File: config.mk
export PLATFORM = sky130hd
export DESIGN_NAME = btpc_front
export DESIGN_NICKNAME = d
export VERILOG_FILES = /design/src/rtl/btpc_pkg.sv /design/src/rtl/btpc_front.sv
export SDC_FILE = /design/constraint.sdc
export NUM_CORES = 2
export LEC_CHECK = 0
export BUFFER_PORTS_ARGS = -buffer_cell sky130_fd_sc_hd__buf_2
export CAP_MARGIN = 10
export CORE_MARGIN = 4
export CORE_UTILIZATION = 35
export CTS_BUF_LIST = sky130_fd_sc_hd__clkbuf_4
export CTS_CLUSTER_DIAMETER = 50
export DETAILED_ROUTE_END_ITERATION = 10
export PLACE_DENSITY = 0.56
export SYNTH_ARGS = -nofsm -noshare
export SYNTH_HDL_FRONTEND = slang
export SYNTH_SLANG_ARGS = --single-unit
export TNS_END_PERCENT = 5
File: constraint.sdc
create_clock -name clk -period 3.3 [get_ports clk]
set_input_delay 0.165 -clock clk [delete_from_list [all_inputs] [get_ports clk]]
set_output_delay 0.165 -clock clk [all_outputs]
set_load 0.01 [all_outputs]
File: src/rtl/btpc_pkg.sv
// Shared types and constants for the barometric compensation block.
package btpc_pkg;

    localparam int RAW_W              = 20;
    localparam int DIV_W              = 64;
    localparam int DEN_W              = 31;
    localparam int DEFAULT_FIFO_DEPTH = 4;

    localparam int FINE_OFFSET = 128000;
    localparam int PRESS_SCALE = 3125;
    localparam int PRESS_BASE  = 1048576;
    localparam int CENTI_ROUND = 128;

    typedef enum logic [1:0] {
        CFG_TEMP_COEFFS = 2'd0,
        CFG_PRESS_LOW   = 2'd1,
        CFG_PRESS_HIGH  = 2'd2,
        CFG_PRESS_NINE  = 2'd3
    } cfg_index_t;

    typedef struct packed {
        logic [RAW_W-1:0] raw_temp;
        logic [RAW_W-1:0] raw_press;
    } in_item_t;

    typedef struct packed {
        logic signed [31:0] temp_centi;
        logic signed [31:0] fine_temp;
        logic        [31:0] pressure_q24_8;
        logic               div_error;
    } out_item_t;

    typedef struct packed {
        logic        [15:0] t1;
        logic signed [15:0] t2;
        logic signed [15:0] t3;
        logic        [15:0] p1;
        logic signed [15:0] p2;
        logic signed [15:0] p3;
        logic signed [15:0] p4;
        logic signed [15:0] p5;
        logic signed [15:0] p6;
        logic signed [15:0] p7;
        logic signed [15:0] p8;
        logic signed [15:0] p9;
    } coef_t;

    typedef struct packed {
        logic        [RAW_W-1:0] raw_press;
        logic signed [33:0]      at2;
        logic        [32:0]      bb;
    } front_item_t;

    typedef struct packed {
        logic signed [31:0] temp_centi;
        logic signed [31:0] fine_temp;
        logic               neg;
        logic               div_error;
    } div_tag_t;

endpackage

File: src/rtl/btpc_front.sv
// Front stage: accepts an item and forms the first temperature products.
module btpc_front
    import btpc_pkg::*;
(
    input  logic        clk,
    input  logic        rst_n,
    input  logic        in_valid,
    output logic        in_ready,
    input  in_item_t    in_data,
    input  coef_t       coef,
    output logic        push,
    output front_item_t push_data,
    input  logic        full
);

    logic        valid_reg, valid_next;
    front_item_t item_reg;
    front_item_t item_next;

    logic signed [17:0] a_val;
    logic signed [16:0] b_val;
    logic signed [33:0] b_sq;

    assign in_ready  = !valid_reg || !full;
    assign push      = valid_reg && !full;
    assign push_data = item_reg;

    always_comb
    begin
        a_val = $signed({1'b0, in_data.raw_temp[19:3]}) - $signed({1'b0, coef.t1, 1'b0});
        b_val = $signed({1'b0, in_data.raw_temp[19:4]}) - $signed({1'b0, coef.t1});
        b_sq  = b_val * b_val;
        item_next.raw_press = in_data.raw_press;
        item_next.at2       = a_val * $signed(coef.t2);
        item_next.bb        = b_sq[32:0];
        valid_next          = in_ready ? in_valid : valid_reg;
    end

    always_ff @(posedge clk or negedge rst_n)
    begin
        if (!rst_n)
        begin
            valid_reg <= 1'b0;
        end
        else
        begin
            valid_reg <= valid_next;
        end
    end

    always_ff @(posedge clk)
    begin
        if (in_valid && in_ready)
        begin
            item_reg <= item_next;
        end
    end

endmodule

* After elaboration in Yosys (flattened, before gate mapping)
Index checks and enable logic that the tools add are counted.
Cells by class: $add $sub $neg 2, multipliers 2, reduce and logical (&&, ||, !) cells 5
Operator list (count):
- $mul 18x16->34 | 1
- $mul 17x17->33 | 1
- $sub 17x17->18 | 1
- $sub 16x16->17 | 1
- $logic_and 1x1->1 | 2
- $logic_not 1->1 | 2
- $logic_or 1x1->1 | 1
Storage, ports and cells: flip-flop bits (word level) 88, bits of input ports 236, output and inout port bits 89, word-level logic and storage cells 13

* Longest topological paths before layout
depth in word-level cells 3, mapped depth 35, gate-level depth less buffers 33

* Worst setup path before layout
Ideal clock, no wire load.
path type input to register, start in coef[177] in the netlist's numbering, end reg item_reg, in the netlist push_data[25] (data pin), library setup time 0.195 ns, arrival time 7.581 ns, data required time 3.105 ns, setup slack -4.476 ns, stages on the path 30, path buffers 2, cell sequence inv_1 ha_1 nor2b_1 o31a_1 o41a_1 a221o_1 a211o_1 xnor2_4 inv_2 buf_2 nand2_1 fa_1 fa_1 fa_1 inv_1 fa_1 fa_1 inv_1 fa_1 inv_1 ha_1 clkbuf_1 a211o_1 o211ai_1 o311ai_0 a31oi_1 o21ai_0 or4_1 a2111o_1 o311ai_0
Between the ends: cells in the longest elaborated chain, start to end 2
Ends and longest elaborated chain:
- from (decl) | line btpc_front.sv:10 | input coef_t coef,
- $sub 16x16->17 | line btpc_front.sv:31 | b_val = $signed({1'b0, in_data.raw_temp[19:4]}) - $signed({1'b0, coef.t1});
- $mul 17x17->33 | line btpc_front.sv:32 | b_sq = b_val * b_val;
- named net b_sq[25] | line btpc_front.sv:22 | logic signed [33:0] b_sq;
- to (signal assigned) | line btpc_front.sv:55 | item_reg <= item_next;
- to (decl) | line btpc_front.sv:17 | front_item_t item_reg;
The timed path passes the listed nets, and every way through them passes these cells. A chain may end at the register's enable or synchronous reset.

==> flow_summary.yaml <==
logic_synthesis:
  synthAdderAreaFrac_pct: 56.1
  synth_simple_gate_area_share_pct: 11.5
  synthesis.nets: 3454
  seq_area_frac_synth_pct: 11.0
  yosys.area.top_type_share_pct: 46.4
  yosysTopAreaCell: "fa_1"
  synth.ff_latch_count: 87
  synth_edf_count: 86
  synthCells: 2483
  async_reset_ff_share_pct: 1.15
  synth.distinct_cells: 67
  postSynthAreaPerCell_um2: 9.58
  synth-xor-area-share_pct: 3.67
  synthMuxAreaShare_pct: 0.0895
  synth_compound_area_share_pct: 5.38
  yosysWarnings: 0
  synth_top_family_by_area: "adder cells"
  synth_flop_cell: "edfxtp_1"
  netlist_area_um2: 23800
  synth_area_leaders: "fa_1 (46%), edfxtp_1 (11%), inv_1 (11%), ha_1 (9.7%), nand2_1 (4.5%)"
placement:
  dp_hpwl_um: 53000
  port_buffers: 160
  place_inst: 3881
  gp_congestion: 0.873
global_routing:
  track_usage_pct: 17.6
  grt_start_max_net_pins: 53
  grt_pass1_wl_um: 102000
  grt_pass1_vias: 20258
  antenna_found_initial: 10
  grt_overflow: 0
clock_network:
  clock_path_buffers: 2
  cts_buffers: 9
  cts_sinks: 87
  root_buffer: "clkbuf_4"
  cts_tree: "done"
  htree_levels: 3
  clkLatencyLatePin_ns: 0.57
  path_clk_slew_ns: 0.17
finish:
  largest_register_ff_count: 86
  fin_cells: 3945
  seq_area_um2: 2610
  fillers: 6559
  multiInputGateArea_um2: 19000
  layout-drive-gt1-share_pct: 25.3
  area_growth_pct: 27.1
  nets: 4031
  layout_commonest_cell: "inv_1"
  final_cell_mix: "inv_1 (670), fa_1 (541), buf_4 (432)"
setup_path:
  critPathBufInv: 12
  crit_top_cell: "fa_1"
  worstSetupEndpointType: "flip-flop"
  arrival_ns: 7.71
  r2r_end: "push_data[55]"
  path_delay_family: "adder cells"
  critPathSlowestCell: "o41a_1"
  crit_type: "input pin to flip-flop"
  worst-path-max-fanout: 6
  start_kind: "input pin"
  required_ns: 3.66
  ff2ff_setup_slack_ns: 1.58
  slowest_delay_ns: 0.54
  reg2reg_from: "valid_reg"
  r2r_cells: 3
floorplan:
  fp.dieW_um: 269
  top_level_ports: 325
  initial_core_util_pct: 35.3
  fp.dieArea_um2: 72200
  die_h_um: 269
  coreArea_um2: 67300
  rows: 95
min_path:
  hold_depth: 3
  hold_path.startpoint: "coef[160]"
  hold_end: "push_data[33]"
  hold_path.class: "input pin to flip-flop"
routing:
  drt_wl_total_um: 60200
  wl_met3_um: 2560
  drtPass1Iterations: 5
  met2WireLength_um: 30000
  dr_total_vias: 18223
  viasPerCell: 4.62
  routedWlPerCell_um: 15.3
  ant_nets: 0
  drc: 0
  highest-signal-layer: "met5"
  drt_iter0_drc: 750
  m1WireLength_um: 26700
timing:
  worst_slack_ns: -4.05
  setup_tns_ns: -177.93
  relSlewSlack_pct: 65.1
  period_minus_slack_ns: 7.35
  finalSetupViolations: 57
  finalHoldViolCount: 0
  finClkSkew_ns: 0.0213
  finalCritPeriodShare_pct: 223
  max_freq_mhz: 136
  tightest_slew_ns: 0.523
  rsz0062_at_grt: "yes"
  finalMaxSlewViolations: 0
status:
  violations: "negative setup slack"
  status: "finished with violations"
job:
  drv_cap: 0
==> synthesized netlist by cell type (12+ instances only) <==
master and number:
edfxtp_1 86, o21ai_0 34, nor3_1 12, xor2_1 17
ha_1 184, a21oi_1 48, inv_1 681, clkbuf_1 73
nand3_1 14, fa_1 551, o21a_1 12, nor2b_1 30
a21o_1 23, nor2_1 121, nand2_1 287, and2_1 100
xnor2_1 72
==> per-layer routing <==
metal  track usage (%)  vias up
met2              30.6      316
met4              3.04        6
met3              2.35       56
met5                 0        -
met1              24.1     9362
li1                  -     8483
==> worst register-to-register path: stages (launching register included) <==
cell	delay, ns
dfrtp_1	0.40
nand2_1	0.09
and2_4	0.49
buf_12	0.33
==> repair_timing <==
action                                  CTS  global route
hold endpoints to repair                 22             0
pin swaps                                39            71
setup buffers                             9             8
gates resized for setup                  90            70
cloned                                    0             0
hold buffers                             24             0
endpoints found under the setup margin   58            58
==> logic make-up after synthesis <==
kind of cell             count (synthesis)
buffers and inverters                  772
adder cells (fa/ha/maj)                735
other                                    1
multiplexers                             2
XOR/XNOR                                94
AO/OA/AOI/OAI                          189
AND/OR/NAND/NOR                        603
flip-flops                              87
==> cell type report <==
class | instances | share of cell area [%]
tap | 873 | 3.62
clock inverter | 7 | 0.153
sequential | 87 | 8.63
multi-input combinational | 1624 | 62.8
timing repair buffer | 649 | 15.9
antenna | 7 | 0.0580
clock buffer | 9 | 0.224
inverter | 689 | 8.62
==> stage by stage <==
step	hold WS [ns]	instance area (µm²)	utilization, %	setup WS [ns]
2_1_floorplan	-0.131	23900	-	-4.36
3_3_place_gp	-0.0603	29000	43.2	-4.78
3_5_place_dp	-0.0599	29000	43.2	-4.84
4_1_cts	0.0895	29800	44.3	-3.97
5_1_grt	0.124	30200	44.9	-4.25
6_report	0.148	30200	44.9	-4.05
==> worst max path at each step <==
stage                            from       endpoint  cells after the start
after floorplan           in_data[24]  push_data[25]                     33
after global placement    in_data[24]  push_data[31]                     30
after detailed placement  in_data[24]  push_data[25]                     31
after CTS                   coef[177]  push_data[25]                     30
after global routing        coef[177]  push_data[66]                     36
final                       coef[177]  push_data[66]                     36
Power is left out: the tool's default activity adds up to more than one toggle a clock period on the data nets, which glitch-free logic cannot reach.
