$ cat config.mk
export PLATFORM = sky130hd
export DESIGN_NAME = btpc_fifo
export DESIGN_NICKNAME = d
export VERILOG_FILES = /design/src/rtl/btpc_fifo.sv
export SDC_FILE = /design/constraint.sdc
export NUM_CORES = 1
export LEC_CHECK = 0
export BUFFER_PORTS_ARGS = -buffer_cell sky130_fd_sc_hd__buf_2
export CAP_MARGIN = 30
export CORE_MARGIN = 10
export CORE_UTILIZATION = 50
export CTS_CLUSTER_DIAMETER = 50
export DETAILED_ROUTE_END_ITERATION = 8
export GPL_TIMING_DRIVEN = 0
export HOLD_SLACK_MARGIN = 0.02
export PLACE_DENSITY_LB_ADDON = 0.15
export SKIP_CTS_REPAIR_TIMING = 1
export SYNTH_ARGS = -nofsm -noshare
export SYNTH_HDL_FRONTEND = slang
export SYNTH_SLANG_ARGS = --single-unit
$ cat constraint.sdc
create_clock -name clk -period 2.8 [get_ports clk]
set_input_delay 0.28 -clock clk [delete_from_list [all_inputs] [get_ports clk]]
set_output_delay 0.28 -clock clk [all_outputs]
set_load 0.02 [all_outputs]
$ cat src/rtl/btpc_fifo.sv
// Small register FIFO that decouples the front stage from the back pipeline.
module btpc_fifo #(
    parameter int WIDTH = 8,
    parameter int DEPTH = 4
) (
    input  logic             clk,
    input  logic             rst_n,
    input  logic             push,
    input  logic [WIDTH-1:0] push_data,
    output logic             full,
    input  logic             pop,
    output logic [WIDTH-1:0] pop_data,
    output logic             empty
);

    localparam int PTR_W = (DEPTH > 1) ? $clog2(DEPTH) : 1;
    localparam int CNT_W = $clog2(DEPTH + 1);

    logic [WIDTH-1:0] mem_reg [0:DEPTH-1];
    logic [PTR_W-1:0] wr_ptr_reg, wr_ptr_next;
    logic [PTR_W-1:0] rd_ptr_reg, rd_ptr_next;
    logic [CNT_W-1:0] count_reg, count_next;

    assign full     = (count_reg == CNT_W'(DEPTH));
    assign empty    = (count_reg == '0);
    assign pop_data = mem_reg[rd_ptr_reg];

    always_comb
    begin
        wr_ptr_next = wr_ptr_reg;
        rd_ptr_next = rd_ptr_reg;
        count_next  = count_reg;
        if (push)
        begin
            wr_ptr_next = (wr_ptr_reg == PTR_W'(DEPTH - 1)) ? '0 : wr_ptr_reg + 1'b1;
        end
        if (pop)
        begin
            rd_ptr_next = (rd_ptr_reg == PTR_W'(DEPTH - 1)) ? '0 : rd_ptr_reg + 1'b1;
        end
        case ({push, pop})
            2'b10:   count_next = count_reg + 1'b1;
            2'b01:   count_next = count_reg - 1'b1;
            default: count_next = count_reg;
        endcase
    end

    always_ff @(posedge clk or negedge rst_n)
    begin
        if (!rst_n)
        begin
            wr_ptr_reg <= '0;
            rd_ptr_reg <= '0;
            count_reg  <= '0;
        end
        else
        begin
            wr_ptr_reg <= wr_ptr_next;
            rd_ptr_reg <= rd_ptr_next;
            count_reg  <= count_next;
        end
    end

    always_ff @(posedge clk)
    begin
        if (push)
        begin
            mem_reg[wr_ptr_reg] <= push_data;
        end
    end

    a_no_overflow: assert property (@(posedge clk) disable iff (!rst_n) push |-> !full)
        else $error("fifo written while full");
    a_no_underflow: assert property (@(posedge clk) disable iff (!rst_n) pop |-> !empty)
        else $error("fifo read while empty");
    a_count_bound: assert property (@(posedge clk) disable iff (!rst_n)
        count_reg <= CNT_W'(DEPTH))
        else $error("fifo count beyond depth");

endmodule

# == Word-level counts from Yosys, hierarchy flattened ==
# Memory sizes are Yosys's and may differ from the RTL's.
# Index checks and enable logic that the tools add are counted.
# totals
regBits,7
latch_bits,0
ramBits,32
rom_bits,0
inputBits,12
wordCells,20
memories,1
# classes
n_addsub,4
mul,0
div_mod_pow,0
order_cmp,0
eq_ne,5
shift,0
mux,5
bitwise,0
n_reduce_logical,2
# mem_list
name,depth,word_bits,rd,rd_clocked_by_memory_dff,wr,line_no,rtl
mem_reg,4,8,1,0,1,19,logic [WIDTH-1:0] mem_reg [0:DEPTH-1];
# ops
op,count
"== test 2 bit, second input constant",3
one-hot mux 3 bit (2 select lines),1
"adder 2 x 1 -> 2 bit, second input constant",2
2-to-1 mux 2 bit,2
"adder 3 x 1 -> 3 bit, second input constant",1
"== test 3 bit, second input constant",1
logical NOT 3 bit,1
"subtractor 3 x 1 -> 3 bit, second input constant",1
"== test 2 x 1 -> 1 bit, second input constant",1
2-to-1 mux 1 bit,2
nonzero test 2 bit,1

# == Longest topological paths before layout ==
# Gate-level depths: netlist of run 1.
# logic_depth
ltp_word,2
mapped_depth,7
depth_no_buf,7

# == Worst setup path after synthesis of run 1 ==
# Ideal clock, no wire load.
# synth_path
path_kind,input -> register
start,input push
end,register count_reg[2]
setup_time_ps,79
arrival_ps,1288
required_ps,2721
setup_slack_ps,1433
cell_stages,7
path_buffers,0
path_cell_list,inv_1 ha_1 inv_1 fa_1 xor2_1 nor2_1 xor2_1
# synth_via
elab_chain_cells,2
elab_cells_between_ends,4
# synth_lines
element,line_no,rtl
from (decl),8,"input logic push,"
== test 2 x 1 -> 1 bit or == test 2 bit (tied branches),41,"case ({push, pop})"
one-hot mux 3 bit (2 select lines) or nonzero test 2 bit (tied branches),n/a,
to (signal assigned),60,count_reg <= count_next;
to (decl),22,"logic [CNT_W-1:0] count_reg, count_next;"
# Several ways; a longest one is shown, not always the timed one.
# A chain may end at the register's enable or synchronous reset.

# == Worst setup path in the final report of run 1 ==
# layout_path
start,register rd_ptr_reg[0]
end,output pop_data[5]
# layout_via
elab_chain_cells,1
# layout_lines
element,line_no,rtl
from (decl),21,"logic [PTR_W-1:0] rd_ptr_reg, rd_ptr_next;"
from (signal assigned),59,rd_ptr_reg <= rd_ptr_next;
memory read (4 x 8 bit),n/a,
to (decl),12,"output logic [WIDTH-1:0] pop_data,"
# No other way between the ends.

==> results of run 1 <==
[power groups by stage]
stage | registers, W | clock network [W] | logic (W)
floorplan | 0.000814 | 0 | 0.000471
finish | 0.000817 | 0.000368 | 0.000625
global placement | 0.000822 | 0 | 0.000627
CTS | 0.000818 | 0.000380 | 0.000645
global route | 0.000828 | 0.000407 | 0.000699
detailed placement | 0.000831 | 0 | 0.000642
[critical path, cell delays in order, from the launching register on]
cell	delay, ps
dfrtp_1	380
buf_6	180
mux4_2	510
buf_2	180
[worst max path at each step]
stage / slack [ps] / cells past startpoint / endpoint / from
floorplan: 1430 / 7 / count_reg[2] / push
global placement: 1210 / 8 / count_reg[2] / push
detailed placement: 1180 / 8 / count_reg[2] / push
CTS: 890 / 3 / pop_data[5] / rd_ptr_reg[0]
global route: 830 / 3 / pop_data[5] / rd_ptr_reg[0]
finish: 930 / 3 / pop_data[5] / rd_ptr_reg[0]
[routing by layer]
layer / vias to the layer above / share of wire (%) / track usage [%]
met2: 18 / 52 / 15.4
met4: 0 / 1.2 / 5.58
li1: 363 / - / -
met3: 2 / 5.3 / 4.48
met1: 377 / 41 / 9.26
met5: - / 0 / 0
[Yosys cell counts]
cell type,count
mux4_2,8
nor3_1,1
xnor2_1,1
nand2_1,1
ha_1,6
inv_1,6
xor2_1,2
mux2i_1,1
mux2_2,2
buf_2,1
or3_1,1
and3_1,1
fa_1,1
dfrtp_1,7
edfxtp_1,32
nor2_1,2
o21ai_0,2
buf_6,1
and2_1,4
[logic make-up after synthesis]
kind of cell,Yosys count,synth area share [%]
flops,39,72.2
fa+ha+maj,7,6.05
compound gates,2,0.636
buf+inv,8,2.47
simple gates,10,3.42
mux,11,13.5
xor+xnor,3,1.67
[through the flow]
stage	cell area (µm²)	hold slack, ps	total power (W)
after global routing	1820	105	0.00193
after global placement	1730	120	0.00145
final	1820	146	0.00181
after detailed placement	1730	125	0.00147
after floorplan	1570	-15.6	0.00128
after CTS	1810	-264	0.00184
[area by class of cell]
class | instances | area [µm²] | area share, %
inverters | 6 | 22.5 | 1.23
multi-input cells | 33 | 398 | 21.8
clock buffers | 5 | 37.5 | 2.06
well taps | 44 | 55.1 | 3.02
flip-flops and latches | 39 | 1140 | 62.3
plain buffers | 2 | 16.3 | 0.892
repair buffers | 22 | 115 | 6.31
clock inverters | 3 | 43.8 | 2.40
==> impl_metrics.json, run 1 <==
{
  "synth.distinct_cells": 19,
  "power_density_nw_per_um2": 992,
  "period_needed_ps": 1870,
  "max_freq_mhz": 535,
  "post_drt_wl_per_cell_um": 16.1,
  "fin_tns_setup_ps": 0,
  "finalClockSkew_ps": 10.4,
  "nets": 128,
  "cts.path.max_buffers": 2,
  "synth_nets": 99,
  "switchingPower_w": 0.000584,
  "ir_drop_mv": 0.654,
  "p_leak_nw": 0.707,
  "tightest_slew_ps": 446,
  "dp_cells": 145,
  "postRouteAntennaNets": 0,
  "fp.dieH_um": 76.1,
  "dieArea_um2": 5790,
  "finalCritPeriodShare_pct": 66.7,
  "status": "completed",
  "cap_viol_max_count": 0,
  "drive_gt1_share_pct": 37.3,
  "whs_endpoint": "mem_reg[3][4]",
  "synth_warnings": 0,
  "drtIter0Drc": 52,
  "maxSlewHeadroom_pct": 70.3,
  "ios": 22,
  "path_class": "flop to output pin",
  "num_antenna_cells": 0,
  "dr_total_vias": 760,
  "timing.rr.start": "count_reg[0]",
  "rsz0062_at_grt": "false",
  "first_pass_iters": 3,
  "finalHoldViolCount": 0,
  "track_usage_pct": 9.30,
  "end_kind": "output pin",
  "ff2ff_setup_slack_ps": 1390,
  "grt_overflow": 0,
  "p_int_w": 0.00123,
  "critical_path.max_fanout": 10,
  "synth.avg_cell_area_um2": 19.7,
  "root_buffer": "clkbuf_4",
  "reg2reg_to": "count_reg[2]",
  "yosysTopAreaCell": "edfxtp_1",
  "post-dp-hpwl_mm": 1.76,
  "drt-total-wl_mm": 2.48,
  "required_ps": 2520,
  "worstPathArrival_ps": 1590,
  "fin_util_pct": 60.2,
  "clk_pin_slew_ps": 120,
  "htree_levels": 2,
  "ys_ff_latch": 39,
  "grt_max_degree": 14,
  "cts_tree": "built",
  "synth_area_leaders": "edfxtp_1 61%, mux4_2 11%, dfrtp_1 11%",
  "dp_slack_ps": 1180,
  "port-buffer-count": 21,
  "grt_pass1_vias": 862,
  "fp.coreArea_um2": 3030,
  "syn_inst": 80,
  "final_max_slew_viol_count": 0,
  "final_cell_count_no_fill": 154,
  "viasPerCell": 4.94,
  "fill_cells": 234,
  "hold_path.class": "input port to flop",
  "startpoint_type": "flop",
  "initial_core_util_pct": 51.9,
  "most-common-layout-cells": "32 x edfxtp_1, 22 x buf_2, 8 x mux4_2, 7 x dfrtp_1",
  "min_delay_path_depth": 1,
  "p_clk_share_pct": 20.3,
  "seqPwrFrac_pct": 45.1,
  "worst_slack_ps": 932,
  "gp_congestion": 0.622,
  "clk_latency_ps": 340,
  "switching_share_pct": 32.3,
  "die_w_um": 76.1,
  "layout_commonest_cell": "edfxtp_1",
  "grt_pass1_wl_mm": 4.10,
  "yosysSeqAreaShare_pct": 72.2,
  "syn_area_um2": 1570,
  "cts.sinks": 39,
  "synth_top_area_share_pct": 61.1,
  "setup_viol": 0,
  "pwr-share-comb_pct": 34.5,
  "largest_register_ffs": 32,
  "ff2ff_path_depth": 5,
  "numCtsBuffers": 5,
  "remaining_drc_errors": 0,
  "min_from": "push_data[4]",
  "syn_to_final_growth_pct": 16.0,
  "antenna_found_initial": 0,
  "rows": 20
}
Note: power is estimated with default switching activity, not from simulation.
==> run 2, diff against run 1 <==
==> constraint.sdc (replaced) <==
create_clock -name clk -period 1.9 [get_ports clk]
set_input_delay 0.19 -clock clk [delete_from_list [all_inputs] [get_ports clk]]
set_output_delay 0.19 -clock clk [all_outputs]
set_load 0.02 [all_outputs]
==> run 2 against run 1 <==
Against the previous run:
- final cell count grew 0.65%
- non-clock buffer count up 1
- clock-buffer cell count stayed put
- total power increased by 48%
- highest routed layer unchanged
- sequential share of layout area is 0.34 points lower
- cell area grew 0.55%
- flip-flop and latch count unchanged
- largest power group unchanged
==> impl_metrics.json, run 2 (synthesized netlist as in run 1, its figures left out) <==
{
  "dp_slack_ps": 373,
  "first_pass_iters": 3,
  "critical_path.top_delay_family": "multiplexers",
  "holdWs_ps": 48.8,
  "maxSlewHeadroom_pct": 69.7,
  "finalClockSkew_ps": 13.1,
  "tightest_slew_ps": 454,
  "grt_pass1_wl_mm": 4.10,
  "path_cells": "buf_6 -> mux4_2 -> buf_2",
  "critical_path.max_fanout": 10,
  "cts.path.max_buffers": 2,
  "startpoint_type": "flop",
  "dieArea_um2": 5790,
  "rsz0062_at_grt": "false",
  "cp_slowest_cell": "mux4_2",
  "switchingPower_w": 0.000870,
  "grt_max_degree": 14,
  "num_antenna_cells": 0,
  "setup_viol": 0,
  "p_clk_share_pct": 20.6,
  "fp.dieH_um": 76.1,
  "gp_congestion": 0.622,
  "antenna_found_initial": 0,
  "drt-total-wl_mm": 2.55,
  "required_ps": 1710,
  "ios": 22,
  "status": "completed",
  "worst_slack_ps": 109,
  "pwr-share-comb_pct": 34.5,
  "htree_levels": 2,
  "port-buffer-count": 21,
  "period_needed_ps": 1790,
  "largest_register_ffs": 32,
  "clk_latency_ps": 340,
  "switching_share_pct": 32.5,
  "layout_commonest_cell": "edfxtp_1",
  "worstPathArrival_ps": 1600,
  "end_kind": "output pin",
  "hold_path.class": "input port to flop",
  "drtIter0Drc": 58,
  "dr_total_vias": 767,
  "rows": 20,
  "ir_drop_mv": 0.965,
  "numCtsBuffers": 5,
  "postRouteAntennaNets": 0,
  "clk_pin_slew_ps": 120,
  "syn_to_final_growth_pct": 16.6,
  "viasPerCell": 4.95,
  "finalCritPeriodShare_pct": 94.3,
  "fin_tns_setup_ps": 0,
  "track_usage_pct": 9.30,
  "drive_gt1_share_pct": 36.9,
  "power_density_nw_per_um2": 1460,
  "post_drt_wl_per_cell_um": 16.5,
  "most-common-layout-cells": "32 x edfxtp_1, 22 x buf_2, 8 x mux4_2, 7 x dfrtp_1",
  "cap_viol_max_count": 0,
  "cts_tree": "built",
  "post-dp-hpwl_mm": 1.76,
  "cts.sinks": 39,
  "p_leak_nw": 0.711,
  "remaining_drc_errors": 0,
  "grt_pass1_vias": 862,
  "seqPwrFrac_pct": 45.0,
  "grt_overflow": 0,
  "final_max_slew_viol_count": 0,
  "die_w_um": 76.1,
  "final_area_um2": 1830,
  "fin_util_pct": 60.6,
  "nets": 129,
  "placed_area_um2": 1730,
  "slowest_delay_ps": 520,
  "finalHoldViolCount": 0,
  "crit_buf_inv": 2,
  "root_buffer": "clkbuf_4",
  "fp.coreArea_um2": 3030,
  "path_class": "flop to output pin",
  "p_int_w": 0.00181,
  "max_freq_mhz": 558,
  "initial_core_util_pct": 51.9
}
==> run 2: cell count changes in the layout (fill, tap and decap cells not counted), sizes merged <==
cell         before  now
dlygate4sd3       1    2
==> run 2: path summary, 6_finish.rpt <==
kind | from | end | slack, ps | cells after the start
max in group asynchronous | rst_n | rd_ptr_reg[0] | 1550 | 2
worst max register to register | count_reg[0] | count_reg[2] | 490 | 5
worst max-delay path | rd_ptr_reg[0] | pop_data[6] | 110 | 3
worst min-delay path | push_data[4] | mem_reg[3][4] | 50 | 1
worst min register to register | count_reg[2] | count_reg[2] | 520 | 1
min in group asynchronous | rst_n | wr_ptr_reg[0] | 190 | 2
==> run 2: worst register-to-register path, stage by stage, from the launching register on <==
cell     delay [ps]
dfrtp_1         400
inv_1            90
fa_1            430
xor2_1          150
nor2_1          110
xor2_1          150
==> run 2: power groups by stage <==
stage	clock, W	combinational, W	sequential [W]
floorplan	0	0.000694	0.00120
global placement	0	0.000923	0.00121
detailed placement	0	0.000946	0.00122
CTS	0.000560	0.000951	0.00121
global route	0.000600	0.00103	0.00122
finish	0.000550	0.000922	0.00120
==> run 2: per-stage QoR <==
stage | total power [W] | instances
4_1_cts | 0.00272 | 153
2_1_floorplan | 0.00189 | 80
6_report | 0.00268 | 155
3_3_place_gp | 0.00214 | 145
3_5_place_dp | 0.00217 | 145
5_1_grt | 0.00286 | 155
==> run 2: layout make-up <==
type	instances	area [µm²]
buffer	2	16.3
clock buffer	5	37.5
clock inverter	3	43.8
fill	231	1190
inverter	6	22.5
multi-input combinational	33	398
sequential	39	1140
tap	44	55.1
timing repair buffer	23	125
==> run 2: routing by layer <==
metal	GRT usage [%]	share of wire, %	vias to the layer above
li1	-	-	367
met1	9.26	41	376
met2	15.4	51	20
met3	4.48	5.6	4
met4	5.58	2.0	0
met5	0	0	-
